File: config.mk
export PLATFORM = sky130hd
export DESIGN_NAME = ttps_resolve
export DESIGN_NICKNAME = d
export VERILOG_FILES = /design/src/rtl/transposition_table_probe_store_assert.svh /design/src/rtl/ttps_pkg.sv /design/src/rtl/ttps_resolve.sv
export SDC_FILE = /design/constraint.sdc
export NUM_CORES = 1
export LEC_CHECK = 0
export BUFFER_PORTS_ARGS = -buffer_cell sky130_fd_sc_hd__buf_2
export CORE_AREA = 2 2 166 168
export DETAILED_ROUTE_END_ITERATION = 10
export DIE_AREA = 0 0 168 170
export MAX_ROUTING_LAYER = met4
export PLACE_DENSITY = 0.51
export SYNTH_ARGS = -nofsm -noshare
export SYNTH_HDL_FRONTEND = slang
export SYNTH_SLANG_ARGS = --single-unit
File: constraint.sdc
create_clock -name vclk -period 3
set_clock_uncertainty 0.15 [all_clocks]
set_input_delay 0.3 -clock vclk [all_inputs]
set_output_delay 0.3 -clock vclk [all_outputs]
set_load 0.03 [all_outputs]
File: src/rtl/transposition_table_probe_store_assert.svh
// Assertion macros shared by the table logic.
// Each macro samples on the rising edge of clk and is disabled while rst is high.
`ifndef TRANSPOSITION_TABLE_PROBE_STORE_ASSERT_SVH
`define TRANSPOSITION_TABLE_PROBE_STORE_ASSERT_SVH

// The consequent must hold in the same cycle as the antecedent.
`define TTPS_ASSERT_SAME(name, ante, cons, msg) \
  name: assert property (@(posedge clk) disable iff (rst) (ante) |-> (cons)) \
    else $error(msg);

// The consequent must hold in the cycle after the antecedent.
`define TTPS_ASSERT_NEXT(name, ante, cons, msg) \
  name: assert property (@(posedge clk) disable iff (rst) (ante) |=> (cons)) \
    else $error(msg);

`endif

File: src/rtl/ttps_pkg.sv
`timescale 1ns / 1ps

package ttps_pkg;

  // Table geometry. The entry count is a power of two, so the slot index is
  // the low bits of the key and the remaining bits form the tag.
  localparam int ENTRIES = 4096;
  localparam int IDX_W   = $clog2(ENTRIES);
  localparam int KEY_W   = 64;
  localparam int TAG_W   = KEY_W - IDX_W;
  localparam int DEPTH_W = 7;
  localparam int SCORE_W = 32;

  // Generation mark stored with every entry; a clear moves to the next one.
  localparam int EPOCH_W = 8;
  localparam logic [EPOCH_W-1:0] EPOCH_LAST = '1;

  // Operation codes.
  localparam logic [1:0] MODE_PROBE = 2'd0;
  localparam logic [1:0] MODE_STORE = 2'd1;
  localparam logic [1:0] MODE_CLEAR = 2'd2;

  // Bound kinds.
  localparam logic [1:0] BOUND_EXACT = 2'd0;
  localparam logic [1:0] BOUND_UPPER = 2'd1;
  localparam logic [1:0] BOUND_LOWER = 2'd2;

  typedef enum logic {
    ST_SWEEP,
    ST_RUN
  } state_t;

  typedef struct packed {
    logic [1:0]                mode;
    logic [KEY_W-1:0]          position_key;
    logic signed [DEPTH_W-1:0] search_depth;
    logic signed [SCORE_W-1:0] score_in;
    logic [1:0]                bound_kind;
    logic                      side_to_move;
    logic signed [SCORE_W-1:0] window_low;
    logic signed [SCORE_W-1:0] window_high;
  } item_t;

  typedef struct packed {
    logic                      score_found;
    logic signed [SCORE_W-1:0] score_out;
    logic                      entry_written;
  } result_t;

  typedef struct packed {
    logic                      valid;
    logic [EPOCH_W-1:0]        epoch;
    logic [TAG_W-1:0]          tag;
    logic signed [DEPTH_W-1:0] depth;
    logic signed [SCORE_W-1:0] score;
    logic [1:0]                bound;
    logic                      side;
  } entry_t;

  // What the decision logic asks of the table for one item.
  typedef struct packed {
    result_t res;
    logic    wr_en;
    entry_t  wr_entry;
    logic    clear;
  } action_t;

endpackage

File: src/rtl/ttps_resolve.sv
`timescale 1ns / 1ps

// Decides the outcome of one item against the entry read from its slot:
// probe hit and score selection, depth-preferred replacement, and clear.
module ttps_resolve (
  input  ttps_pkg::item_t                   item,
  input  ttps_pkg::entry_t                  entry,
  input  logic [ttps_pkg::EPOCH_W-1:0]      epoch,
  output ttps_pkg::action_t                 act
);

  logic live;
  logic tag_match;
  logic hit;
  logic keep_resident;

  always_comb begin
    // An entry only counts when it was written since the last clear.
    live          = entry.valid && (entry.epoch == epoch);
    tag_match     = entry.tag == item.position_key[ttps_pkg::KEY_W-1:ttps_pkg::IDX_W];
    hit           = live && tag_match && (entry.depth >= item.search_depth) &&
                    (entry.side == item.side_to_move);
    keep_resident = live && (entry.depth > item.search_depth);

    act = '0;
    act.wr_entry.valid = 1'b1;
    act.wr_entry.epoch = epoch;
    act.wr_entry.tag   = item.position_key[ttps_pkg::KEY_W-1:ttps_pkg::IDX_W];
    act.wr_entry.depth = item.search_depth;
    act.wr_entry.score = item.score_in;
    act.wr_entry.bound = item.bound_kind;
    act.wr_entry.side  = item.side_to_move;

    case (item.mode)
      ttps_pkg::MODE_PROBE: begin
        if (hit) begin
          case (entry.bound)
            ttps_pkg::BOUND_EXACT: begin
              act.res.score_found = 1'b1;
              act.res.score_out   = entry.score;
            end
            ttps_pkg::BOUND_UPPER: begin
              if (entry.score <= item.window_low) begin
                act.res.score_found = 1'b1;
                act.res.score_out   = item.window_low;
              end
            end
            ttps_pkg::BOUND_LOWER: begin
              if (entry.score >= item.window_high) begin
                act.res.score_found = 1'b1;
                act.res.score_out   = item.window_high;
              end
            end
            default: begin
            end
          endcase
        end
      end
      ttps_pkg::MODE_STORE: begin
        // Replace unless the resident entry searched deeper.
        if (!keep_resident) begin
          act.wr_en             = 1'b1;
          act.res.entry_written = 1'b1;
        end
      end
      ttps_pkg::MODE_CLEAR: begin
        act.clear = 1'b1;
      end
      default: begin
      end
    endcase
  end

endmodule

; Word-level counts from Yosys, hierarchy flattened
; Cells that the tools add are included.
[word_totals]
reg_bits = 0
latch_bits = 0
mem_bits_rw = 0
mem_bits_ro = 0
in_bits = 283
out_inout_bits = 139
word_cells = 26
memories = 0
[op_classes]
addsub = 0
mul = 0
div_mod_pow = 0
order_cmp = 4
n_eq_ne = 7
shifts = 0
mux = 8
n_bitwise = 0
n_reduce_logical = 7
[op_table]
columns = op, n
row1 = $mux W33, 4
row2 = $pmux W33 S3, 1
row3 = $eq A52 B52 Y1, 1
row4 = $ge A32 B32 Y1, 1
row5 = $le A32 B32 Y1, 1
row6 = $eq A8 B8 Y1, 1
row7 = $ge A7 B7 Y1, 1
row8 = $gt A7 B7 Y1, 1
row9 = $logic_and A1 B1 Y1, 5
row10 = $eq A2 B1 Y1 const B, 2
row11 = $eq A2 B2 Y1 const B, 2
row12 = $logic_not A2 Y1, 2
row13 = $mux W2, 2
row14 = $eq A1 B1 Y1, 1
row15 = $mux W1, 1

; Depth between registers and ports, before layout
; Gate-level depths: netlist of the first run.
[depth]
depth_word = 7
ltp_mapped = 11
depth_no_buf = 9

; Worst setup path after synthesis of the first run
; Ideal clock, no wire load.
[synth_path]
path_kind = input to output
startpoint = input port item[105] in the netlist's numbering
endpoint = output port act[105] in the netlist's numbering
t_arrival_ns = 2.568
required_time_ns = 2.550
path_slack_ns = -0.018
path_stages = 7
n_path_buf = 1
cell_sequence = inv_1 -> ha_1 -> or4b_1 -> o22ai_1 -> a21oi_1 -> a311oi_1 -> buf_4
[synth_rtl]
columns = item, line
row1 = "start, declared", ttps_resolve.sv:6  ; input ttps_pkg::item_t item,
row2 = "end, declared", ttps_resolve.sv:9  ; output ttps_pkg::action_t act

==> summary.md, run 1 <==
Global route
• overall track demand over capacity in global routing: 0.160
• largest net degree at the start of global routing: 34
• antenna violations before repair: 7
• Congestion Overflow GR: 0
• first-pass GRT wire length: 34200 um
• number of global-route vias before repair: 5708

Routing
• Routed met2 length: 13200 um
• top layer in use: met4
• initial drt markers: 285
• drt pass-1 iters: 5
• sum of met3 wire segment lengths after detailed routing: 1630 um
• Final Routed Wirelength: 24700 um
• routed vias/inst: 4.45
• vias after detailed routing: 5767
• M1 WL: 9840 um
• detail-routed net length per standard cell: 19.1 um
• final antenna-violating net count: 0
• DRC violation count after routing: 0

STA
• Peak Freq: 0.333 GHz
• least setup slack across all paths after layout: -0.00588 ns
• final-report hold violation count: 0
• shortest clock period the worst path allows after layout: 3.01 ns
• Final period util: 1.00
• max-slew violations: 0
• setup repair after global routing missed its margin: yes
• number of failing setup endpoints in the final timing report: 2

Cells and area
• share of cells above drive strength 1: 0.612
• fillcell total: 2823
• Nets: 1302
• clock buffer count in the final layout: 0
• num sequential: 0
• post-layout instance count excluding filler cells: 1295
• sequential cell area in the final layout: 0 um^2
• growth of design area from synthesis to finish: 78.9%
• top library cells by usage in the layout, fill and taps aside: 290 x sky130_fd_sc_hd__buf_2, 84 x sky130_fd_sc_hd__buf_4, 71 x sky130_fd_sc_hd__inv_1
• multi-input gate area in the final layout: 4330 um^2
• most frequent standard cell in the layout excluding fill and tap cells: sky130_fd_sc_hd__buf_2

Place
• count of input and output buffers: 341
• minimum setup slack after placement: -0.490 ns
• placer's final routability congestion estimate: 0.886
• instance count after placement with tap cells included: 1257
• detailed placement HPWL: 20400 um

Power
• Lkg Pwr: 4.41 nW
• Power Dens Cells: 148 nW/um^2
• VDD IR max: 107 uV

Yosys
• Unique masters post-synth: 52
• mean instance size in the synthesized netlist: 7.40 um^2
• area fraction of the dominant cell type after synthesis: 0.193
• cell area after synthesis: 4610 um^2
• count of mapped cells out of synthesis: 623
• cell type contributing the most total cell area after synthesis: sky130_fd_sc_hd__ha_1
• post-synthesis net count: 977
• synthesis warning total: 0
• top cells by area in the synthesized netlist: sky130_fd_sc_hd__ha_1 19%, sky130_fd_sc_hd__buf_4 17%, sky130_fd_sc_hd__o311ai_2 10%
• sequential element share of the synthesized area: 0

Hold path
• kind of path behind the tightest hold check: input port to output port
• Worst Hold Depth: 0

Floorplan
• Initial Utilization: 0.173
• # rows: 60
• Horiz. Die Dim: 168 um
• die height: 170 um
• Die Footprint: 28600 um^2
• Core Footprint: 26700 um^2
• I/O pin count: 422

Setup path
• critical path capture point type: output port
• critical path class: input port to output port
• arrival time at the worst endpoint: 2.56 ns
• worst path required time: 2.55 ns
• CP Launch Type: input port
• largest fanout on the critical path: 6

Status
• run status: finished with violations
• failing checks: setup timing

Job
• max-cap violation count: 0

Clock tree
• number of hold-repair buffers added at the cts stage: 0

cell usage after synthesis (2+ instances only):
| cell type | n |
|---|---|
| sky130_fd_sc_hd__buf_4 | 104 |
| sky130_fd_sc_hd__inv_1 | 79 |
| sky130_fd_sc_hd__ha_1 | 71 |
| sky130_fd_sc_hd__nand4_1 | 55 |
| sky130_fd_sc_hd__nand3_1 | 53 |
| sky130_fd_sc_hd__xnor2_1 | 51 |
| sky130_fd_sc_hd__nand2_1 | 36 |
| sky130_fd_sc_hd__a21oi_1 | 32 |
| sky130_fd_sc_hd__o311ai_2 | 29 |
| sky130_fd_sc_hd__buf_2 | 10 |
| sky130_fd_sc_hd__clkbuf_1 | 10 |
| sky130_fd_sc_hd__buf_6 | 8 |
| sky130_fd_sc_hd__o21ai_0 | 7 |
| sky130_fd_sc_hd__nor2_1 | 6 |
| sky130_fd_sc_hd__o21a_1 | 6 |
| sky130_fd_sc_hd__and4_1 | 5 |
| sky130_fd_sc_hd__xor2_1 | 5 |
| sky130_fd_sc_hd__nor2b_1 | 4 |
| sky130_fd_sc_hd__nor4_1 | 4 |
| sky130_fd_sc_hd__o21ai_1 | 4 |
| sky130_fd_sc_hd__nand2b_1 | 3 |
| sky130_fd_sc_hd__nor3_1 | 3 |
| sky130_fd_sc_hd__o311ai_1 | 3 |
| sky130_fd_sc_hd__o31ai_1 | 3 |
| sky130_fd_sc_hd__a22oi_1 | 2 |
| sky130_fd_sc_hd__and2_1 | 2 |
| sky130_fd_sc_hd__nor4_2 | 2 |
| sky130_fd_sc_hd__o22ai_1 | 2 |
path summary, 6_finish.rpt:
kind / to / start
setup / recovery: act[135] / entry[6]
hold / removal: act[11] / item[74]
where the power goes:
| group | total (W) | internal [W] | switching, W |
|---|---|---|---|
| clock | 0.000000000359 | 0.000000000359 | 0 |
| sequential | 0 | 0 | 0 |
| combinational | 0.00122 | 0.000563 | 0.000658 |
worst max-delay path, cell delays in order:
cell                        delay, ns
sky130_fd_sc_hd__buf_2           0.12
sky130_fd_sc_hd__buf_4           0.14
sky130_fd_sc_hd__ha_1            0.27
sky130_fd_sc_hd__and2_0          0.17
sky130_fd_sc_hd__and4_1          0.24
sky130_fd_sc_hd__o41ai_2         0.45
sky130_fd_sc_hd__o21ai_4         0.13
sky130_fd_sc_hd__buf_6           0.15
sky130_fd_sc_hd__clkbuf_16       0.15
sky130_fd_sc_hd__nand4_1         0.15
sky130_fd_sc_hd__o311ai_4        0.12
sky130_fd_sc_hd__buf_6           0.15
metal layers:
layer	track usage	vias to the layer above
met2	0.305	251
met1	0.184	2703
met5	-	-
met3	0.0295	6
li1	-	2807
met4	0.00227	0
stage by stage:
| step | hold WS, ns | TNS, ns | cell area [um^2] | util | power [W] |
|---|---|---|---|---|---|
| after CTS | 0.450 | -1.74 | 7430 | 0.279 | 0.00108 |
| after global routing | 0.450 | -1.39 | 8250 | 0.310 | 0.00132 |
| final | 0.450 | -0.00704 | 8250 | 0.310 | 0.00122 |
| after global placement | 0.450 | -9.36 | 6580 | 0.247 | 0.000941 |
| after detailed placement | 0.450 | -9.96 | 6580 | 0.247 | 0.000949 |
| after floorplan | 0.519 | 0 | 4620 | - | 0.000610 |
cell families (layout without fill, tap and decap cells):
logic type	after synthesis	after routing	synth area share
AO/OA/AOI/OAI	104	105	0.211
XOR/XNOR	56	56	0.106
adder cells (fa/ha/maj)	71	71	0.193
buffers and inverters	211	533	0.272
other	1	9	0.000813
AND/OR/NAND/NOR	180	180	0.217
final cells by class:
type	instances	area share
multi-input combinational	413	0.525
antenna	8	0.00243
timing repair buffer	454	0.384
tap	341	0.0517
inverter	79	0.0371
timing repair:
| item | 4_1_cts | 5_1_grt |
|---|---|---|
| setup endpoints to repair | 33 | 33 |
| pin swaps | 43 | 77 |
| gates resized for setup | 146 | 98 |
| gates cloned | 2 | 4 |
| buffers inserted | 9 | 15 |
Power figures use the tool's default switching activity.
==> run 2: changes to the inputs <==
--- a/config.mk
+++ b/config.mk
@@ -5,12 +5,12 @@
 export SDC_FILE = /design/constraint.sdc
 export NUM_CORES = 1
 export LEC_CHECK = 0
-export BUFFER_PORTS_ARGS = -buffer_cell sky130_fd_sc_hd__buf_2
-export CORE_AREA = 2 2 166 168
+export CORE_AREA = 2 2 164 166
 export DETAILED_ROUTE_END_ITERATION = 10
-export DIE_AREA = 0 0 168 170
+export DIE_AREA = 0 0 166 168
+export DONT_BUFFER_PORTS = 1
 export MAX_ROUTING_LAYER = met4
-export PLACE_DENSITY = 0.51
+export PLACE_DENSITY = 0.38
 export SYNTH_ARGS = -nofsm -noshare
 export SYNTH_HDL_FRONTEND = slang
 export SYNTH_SLANG_ARGS = --single-unit
==> summary.md, run 2 (synthesized netlist as in run 1, its figures left out) <==
Status
• run status: finished with violations
• failing checks: setup timing

Global route
• met1 track utilization from global routing: 0.135
• largest net degree at the start of global routing: 37
• GR Layer Usage met2: 0.267
• met3 routing resource usage after global routing: 0.0590
• overall track demand over capacity in global routing: 0.140
• first-pass GRT wire length: 28700 um
• antenna violations before repair: 1
• most heavily used metal layer in global routing: met2
• Congestion Overflow GR: 0
• number of global-route vias before repair: 4267

Place
• count of input and output buffers: 0
• instance count after placement with tap cells included: 911
• detailed placement HPWL: 18100 um
• minimum setup slack after placement: -0.150 ns
• placed standard-cell area: 4810 um^2
• placer's final routability congestion estimate: 0.798

Cells and area
• most frequent standard cell in the layout excluding fill and tap cells: sky130_fd_sc_hd__inv_1
• post-layout instance area: 5440 um^2
• top library cells by usage in the layout, fill and taps aside: 76 x sky130_fd_sc_hd__inv_1, 67 x sky130_fd_sc_hd__ha_1, 55 x sky130_fd_sc_hd__nand4_1
• share of cells above drive strength 1: 0.261
• Nets: 934
• growth of design area from synthesis to finish: 18.0%
• sequential cell area in the final layout: 0 um^2
• num sequential: 0
• fillcell total: 2974
• post-layout instance count excluding filler cells: 920
• multi-input gate area in the final layout: 3780 um^2
• clock buffer count in the final layout: 0

Setup path
• biggest cell delay along the critical path: 0.40 ns
• worst path required time: 2.55 ns
• delay-heaviest family, CP: simple AND/OR/NAND/NOR gates
• critical path capture point type: output port
• arrival time at the worst endpoint: 2.57 ns
• CP Launch Type: input port
• WP buf/inv: 4
• largest fanout on the critical path: 10
• Worst path slowest cell: sky130_fd_sc_hd__nor4_2
• critical path class: input port to output port
• list of cells traversed by the critical path: inv_1 -> ha_1 -> nand4_1 -> or2_1 -> nor4_2 -> o41ai_1 -> o21ai_2 -> buf_4 -> buf_12 -> nand4_1 -> o311ai_4 -> buf_4
• WP depth: 12

STA
• Peak Freq: 0.331 GHz
• smallest hold slack: 0.450 ns
• actual slew at the worst max-slew pin: 0.634 ns
• least setup slack across all paths after layout: -0.0176 ns
• worst slew margin relative to its limit: 0.576
• setup repair after global routing missed its margin: yes
• final-report hold violation count: 0
• Final period util: 1.01
• shortest clock period the worst path allows after layout: 3.02 ns
• number of failing setup endpoints in the final timing report: 1
• max-slew violations: 0

Floorplan
• Horiz. Die Dim: 166 um
• die height: 168 um
• # rows: 60
• I/O pin count: 422
• Die Footprint: 27900 um^2
• Initial Utilization: 0.175
• Core Footprint: 26400 um^2

Hold path
• kind of path behind the tightest hold check: input port to output port
• endpoint of the worst hold-timing path: act[11]
• start point of the worst hold path: item[74]
• Worst Hold Depth: 0

Power
• VDD IR max: 49.3 uV
• Combinational Power Share: 1.000
• Lkg Pwr: 2.64 nW
• Pint: 0.000295 W
• net switching power of the design: 0.000341 W
• fraction of power consumed by sequential logic: 0
• sw frac: 0.537
• Power Dens Cells: 117 nW/um^2
• part of the total power dissipated in the clock network: 0

Job
• max-cap violation count: 0

Routing
• DRC violation count after routing: 0
• routed vias/inst: 4.70
• vias after detailed routing: 4320
• Final Routed Wirelength: 21500 um
• drt pass-1 iters: 5
• final antenna-violating net count: 0
• detail-routed net length per standard cell: 23.3 um
• initial drt markers: 160

Clock tree
• number of hold-repair buffers added at the cts stage: 0

==> run 2: power by group through the flow <==
stage / clock network [W] / registers [W] / logic [W]
after CTS: 0 / 0 / 0.000566
after global placement: 0 / 0 / 0.000527
after detailed placement: 0 / 0 / 0.000528
after global routing: 0.0000000000453 / 0 / 0.000706
after floorplan: 0 / 0 / 0.000610
final: 0.0000000000453 / 0 / 0.000636
==> run 2: metrics by stage <==
| step | TNS [ns] | total power (W) | utilization |
|---|---|---|---|
| floorplan | 0 | 0.000610 | - |
| global placement | -0.989 | 0.000527 | 0.182 |
| detailed placement | -1.73 | 0.000528 | 0.182 |
| CTS | -0.00141 | 0.000566 | 0.188 |
| global route | -2.79 | 0.000706 | 0.207 |
| finish | -0.0176 | 0.000636 | 0.207 |
==> run 2: routing by layer <==
metal	wire, um	up-vias
met1	7170	1999
met2	11600	260
li1	-	2052
met3	2420	9
met5	0	-
met4	291	0
==> run 2: timing repair <==
| item | 4_1_cts | 5_1_grt |
|---|---|---|
| endpoints found under the hold margin | 0 | 0 |
| endpoints found under the setup margin | 33 | 33 |
| gates resized for setup | 19 | 65 |
| buffers inserted | 0 | 4 |
| pin swaps | 2 | 30 |
| gates cloned | 1 | 3 |
==> run 2: how the worst max path moves through the flow <==
stage | start | endpoint | slack, ns
3_3_place_gp | item[50] | act[128] | -0.13
3_5_place_dp | item[51] | act[128] | -0.15
5_1_grt | item[51] | act[122] | -0.14
4_1_cts | item[51] | act[118] | -0.001
2_1_floorplan | item[105] | act[106] | 0.07
6_report | item[30] | act[118] | -0.02
==> run 2: final cells by class <==
cell class / count / area share
inverter: 79 / 0.0568
antenna: 1 / 0.000460
timing repair buffer: 87 / 0.169
multi-input combinational: 412 / 0.695
tap: 341 / 0.0784
==> run 3: changes to the inputs <==
--- a/config.mk
+++ b/config.mk
@@ -5,12 +5,13 @@
 export SDC_FILE = /design/constraint.sdc
 export NUM_CORES = 1
 export LEC_CHECK = 0
-export CORE_AREA = 2 2 164 166
+export ABC_AREA = 1
+export CORE_AREA = 2 2 165 167
 export DETAILED_ROUTE_END_ITERATION = 10
-export DIE_AREA = 0 0 166 168
+export DIE_AREA = 0 0 167 169
 export DONT_BUFFER_PORTS = 1
 export MAX_ROUTING_LAYER = met4
-export PLACE_DENSITY = 0.38
+export PLACE_DENSITY = 0.39
 export SYNTH_ARGS = -nofsm -noshare
 export SYNTH_HDL_FRONTEND = slang
 export SYNTH_SLANG_ARGS = --single-unit
==> summary.md, run 3 <==
Cells and area
• sequential cell area in the final layout: 0 um^2
• most frequent standard cell in the layout excluding fill and tap cells: sky130_fd_sc_hd__nand2_1
• fillcell total: 3137
• Final Core Density: 0.164
• top library cells by usage in the layout, fill and taps aside: 176 x sky130_fd_sc_hd__nand2_1, 175 x sky130_fd_sc_hd__inv_1, 103 x sky130_fd_sc_hd__nand3_1
• antenna diode count: 0
• num sequential: 0
• Nets: 1063
• growth of design area from synthesis to finish: -7.44%
• clock buffer count in the final layout: 0
• share of cells above drive strength 1: 0.0382

Setup path
• largest fanout on the critical path: 9
• worst path required time: 2.55 ns
• arrival time at the worst endpoint: 2.28 ns
• critical path capture point type: output port
• critical path class: input port to output port
• CP Launch Type: input port

Yosys
• area fraction of the dominant cell type after synthesis: 0.189
• count of mapped cells out of synthesis: 816
• top cells by instance count after synthesis: 176 x sky130_fd_sc_hd__nand2_1, 175 x sky130_fd_sc_hd__inv_1, 106 x sky130_fd_sc_hd__buf_4
• cell area after synthesis: 4690 um^2
• most instantiated library cell after synthesis: sky130_fd_sc_hd__nand2_1
• sequential element share of the synthesized area: 0
• cell type contributing the most total cell area after synthesis: sky130_fd_sc_hd__ha_1
• Unique masters post-synth: 37
• mean instance size in the synthesized netlist: 5.75 um^2
• post-synthesis net count: 1170
• top cells by area in the synthesized netlist: sky130_fd_sc_hd__ha_1 19%, sky130_fd_sc_hd__buf_4 17%, sky130_fd_sc_hd__nand2_1 14%
• synthesis warning total: 0

Hold path
• kind of path behind the tightest hold check: input port to output port

Global route
• Congestion Overflow GR: 0
• first-pass GRT wire length: 29800 um
• largest net degree at the start of global routing: 34
• antenna violations before repair: 1
• overall track demand over capacity in global routing: 0.144
• number of global-route vias before repair: 4524

Place
• minimum setup slack after placement: 0.170 ns
• detailed placement HPWL: 19000 um
• count of input and output buffers: 0
• placer's final routability congestion estimate: 0.932

Power
• fraction of power consumed by sequential logic: 0
• Combinational Power Share: 1.000
• Power Dens Cells: 124 nW/um^2
• VDD IR max: 57.2 uV
• net switching power of the design: 0.000315 W
• part of the total power dissipated in the clock network: 0
• Lkg Pwr: 2.59 nW
• Pint: 0.000222 W
• sw frac: 0.586

STA
• worst slew margin relative to its limit: 0.613
• max-slew violations: 0
• shortest clock period the worst path allows after layout: 2.73 ns
• least setup slack across all paths after layout: 0.269 ns
• setup total negative slack: 0 ns
• setup repair after global routing missed its margin: no
• final-report hold violation count: 0
• number of failing setup endpoints in the final timing report: 0
• actual slew at the worst max-slew pin: 0.580 ns
• Peak Freq: 0.366 GHz
• Final period util: 0.910

Floorplan
• Die Footprint: 28200 um^2
• die height: 169 um
• Core Footprint: 26500 um^2
• Horiz. Die Dim: 167 um
• Initial Utilization: 0.177
• I/O pin count: 422
• # rows: 60

Status
• run status: completed

Routing
• detail-routed net length per standard cell: 20.0 um
• drt pass-1 iters: 5
• final antenna-violating net count: 0
• vias after detailed routing: 4565
• DRC violation count after routing: 0
• routed vias/inst: 4.36
• Final Routed Wirelength: 20900 um
• initial drt markers: 250

Clock tree
• number of hold-repair buffers added at the cts stage: 0

Job
• max-cap violation count: 0

## run 3: power groups by stage
stage / combinational [W] / sequential, W / clock (W)
final: 0.000538 / 0 / 0
after global routing: 0.000627 / 0 / 0
after CTS: 0.000543 / 0 / 0
after detailed placement: 0.000540 / 0 / 0
after global placement: 0.000537 / 0 / 0
after floorplan: 0.000665 / 0 / 0
## run 3: cell type report
class | count | area, um^2 | area share
well taps | 341 | 427 | 0.0983
repair buffers | 13 | 148 | 0.0340
multi-input cells | 519 | 3110 | 0.716
inverters | 175 | 657 | 0.151
## run 3: logic make-up after synthesis
group                    share of synthesized area
buffers and inverters                        0.340
AND/OR/NAND/NOR                              0.326
AO/OA/AOI/OAI                               0.0934
XOR/XNOR                                    0.0504
adder cells (fa/ha/maj)                      0.189
other                                     0.000800
## run 3: layer usage
metal | track usage | vias up | wire [um]
li1 | - | 2252 | -
met1 | 0.136 | 2035 | 6890
met2 | 0.292 | 262 | 11600
met3 | 0.0454 | 16 | 2110
met4 | 0.0124 | 0 | 289
met5 | - | - | 0
## run 3: what timing repair did
action                                 4_1_cts  5_1_grt
endpoints found under the hold margin        0        0
gates resized for setup                      0        0
setup endpoints to repair                    0        1
buffers inserted                             0        2
## run 3: path summary, 6_finish.rpt
kind / slack, ns / depth (start not counted) / endpoint / start
setup / recovery: 0.27 / 15 / act[119] / item[47]
hold / removal: 0.45 / 0 / act[15] / item[78]
## run 3: stage by stage
step                power (W)  area (um^2)  hold slack, ns  std cells
finish               0.000538         4340           0.450       1048
CTS                  0.000543         4330           0.450       1046
detailed placement   0.000540         4330           0.450       1046
global placement     0.000537         4330           0.450       1046
floorplan            0.000665         4690           0.562        816
global route         0.000627         4340           0.450       1048
## run 3: critical path: stages
cell and delay (ns):
sky130_fd_sc_hd__inv_1 0.02, sky130_fd_sc_hd__ha_1 0.28, sky130_fd_sc_hd__nand2_1 0.09, sky130_fd_sc_hd__nor2_1 0.16, sky130_fd_sc_hd__nand4_1 0.22, sky130_fd_sc_hd__nor2_2 0.18
sky130_fd_sc_hd__nand2_1 0.07, sky130_fd_sc_hd__nand4_1 0.08, sky130_fd_sc_hd__nand2_2 0.07, sky130_fd_sc_hd__nand3_4 0.18, sky130_fd_sc_hd__buf_12 0.16, sky130_fd_sc_hd__nand3_1 0.06
sky130_fd_sc_hd__nand3_1 0.12, sky130_fd_sc_hd__nand2_1 0.06, sky130_fd_sc_hd__inv_1 0.22
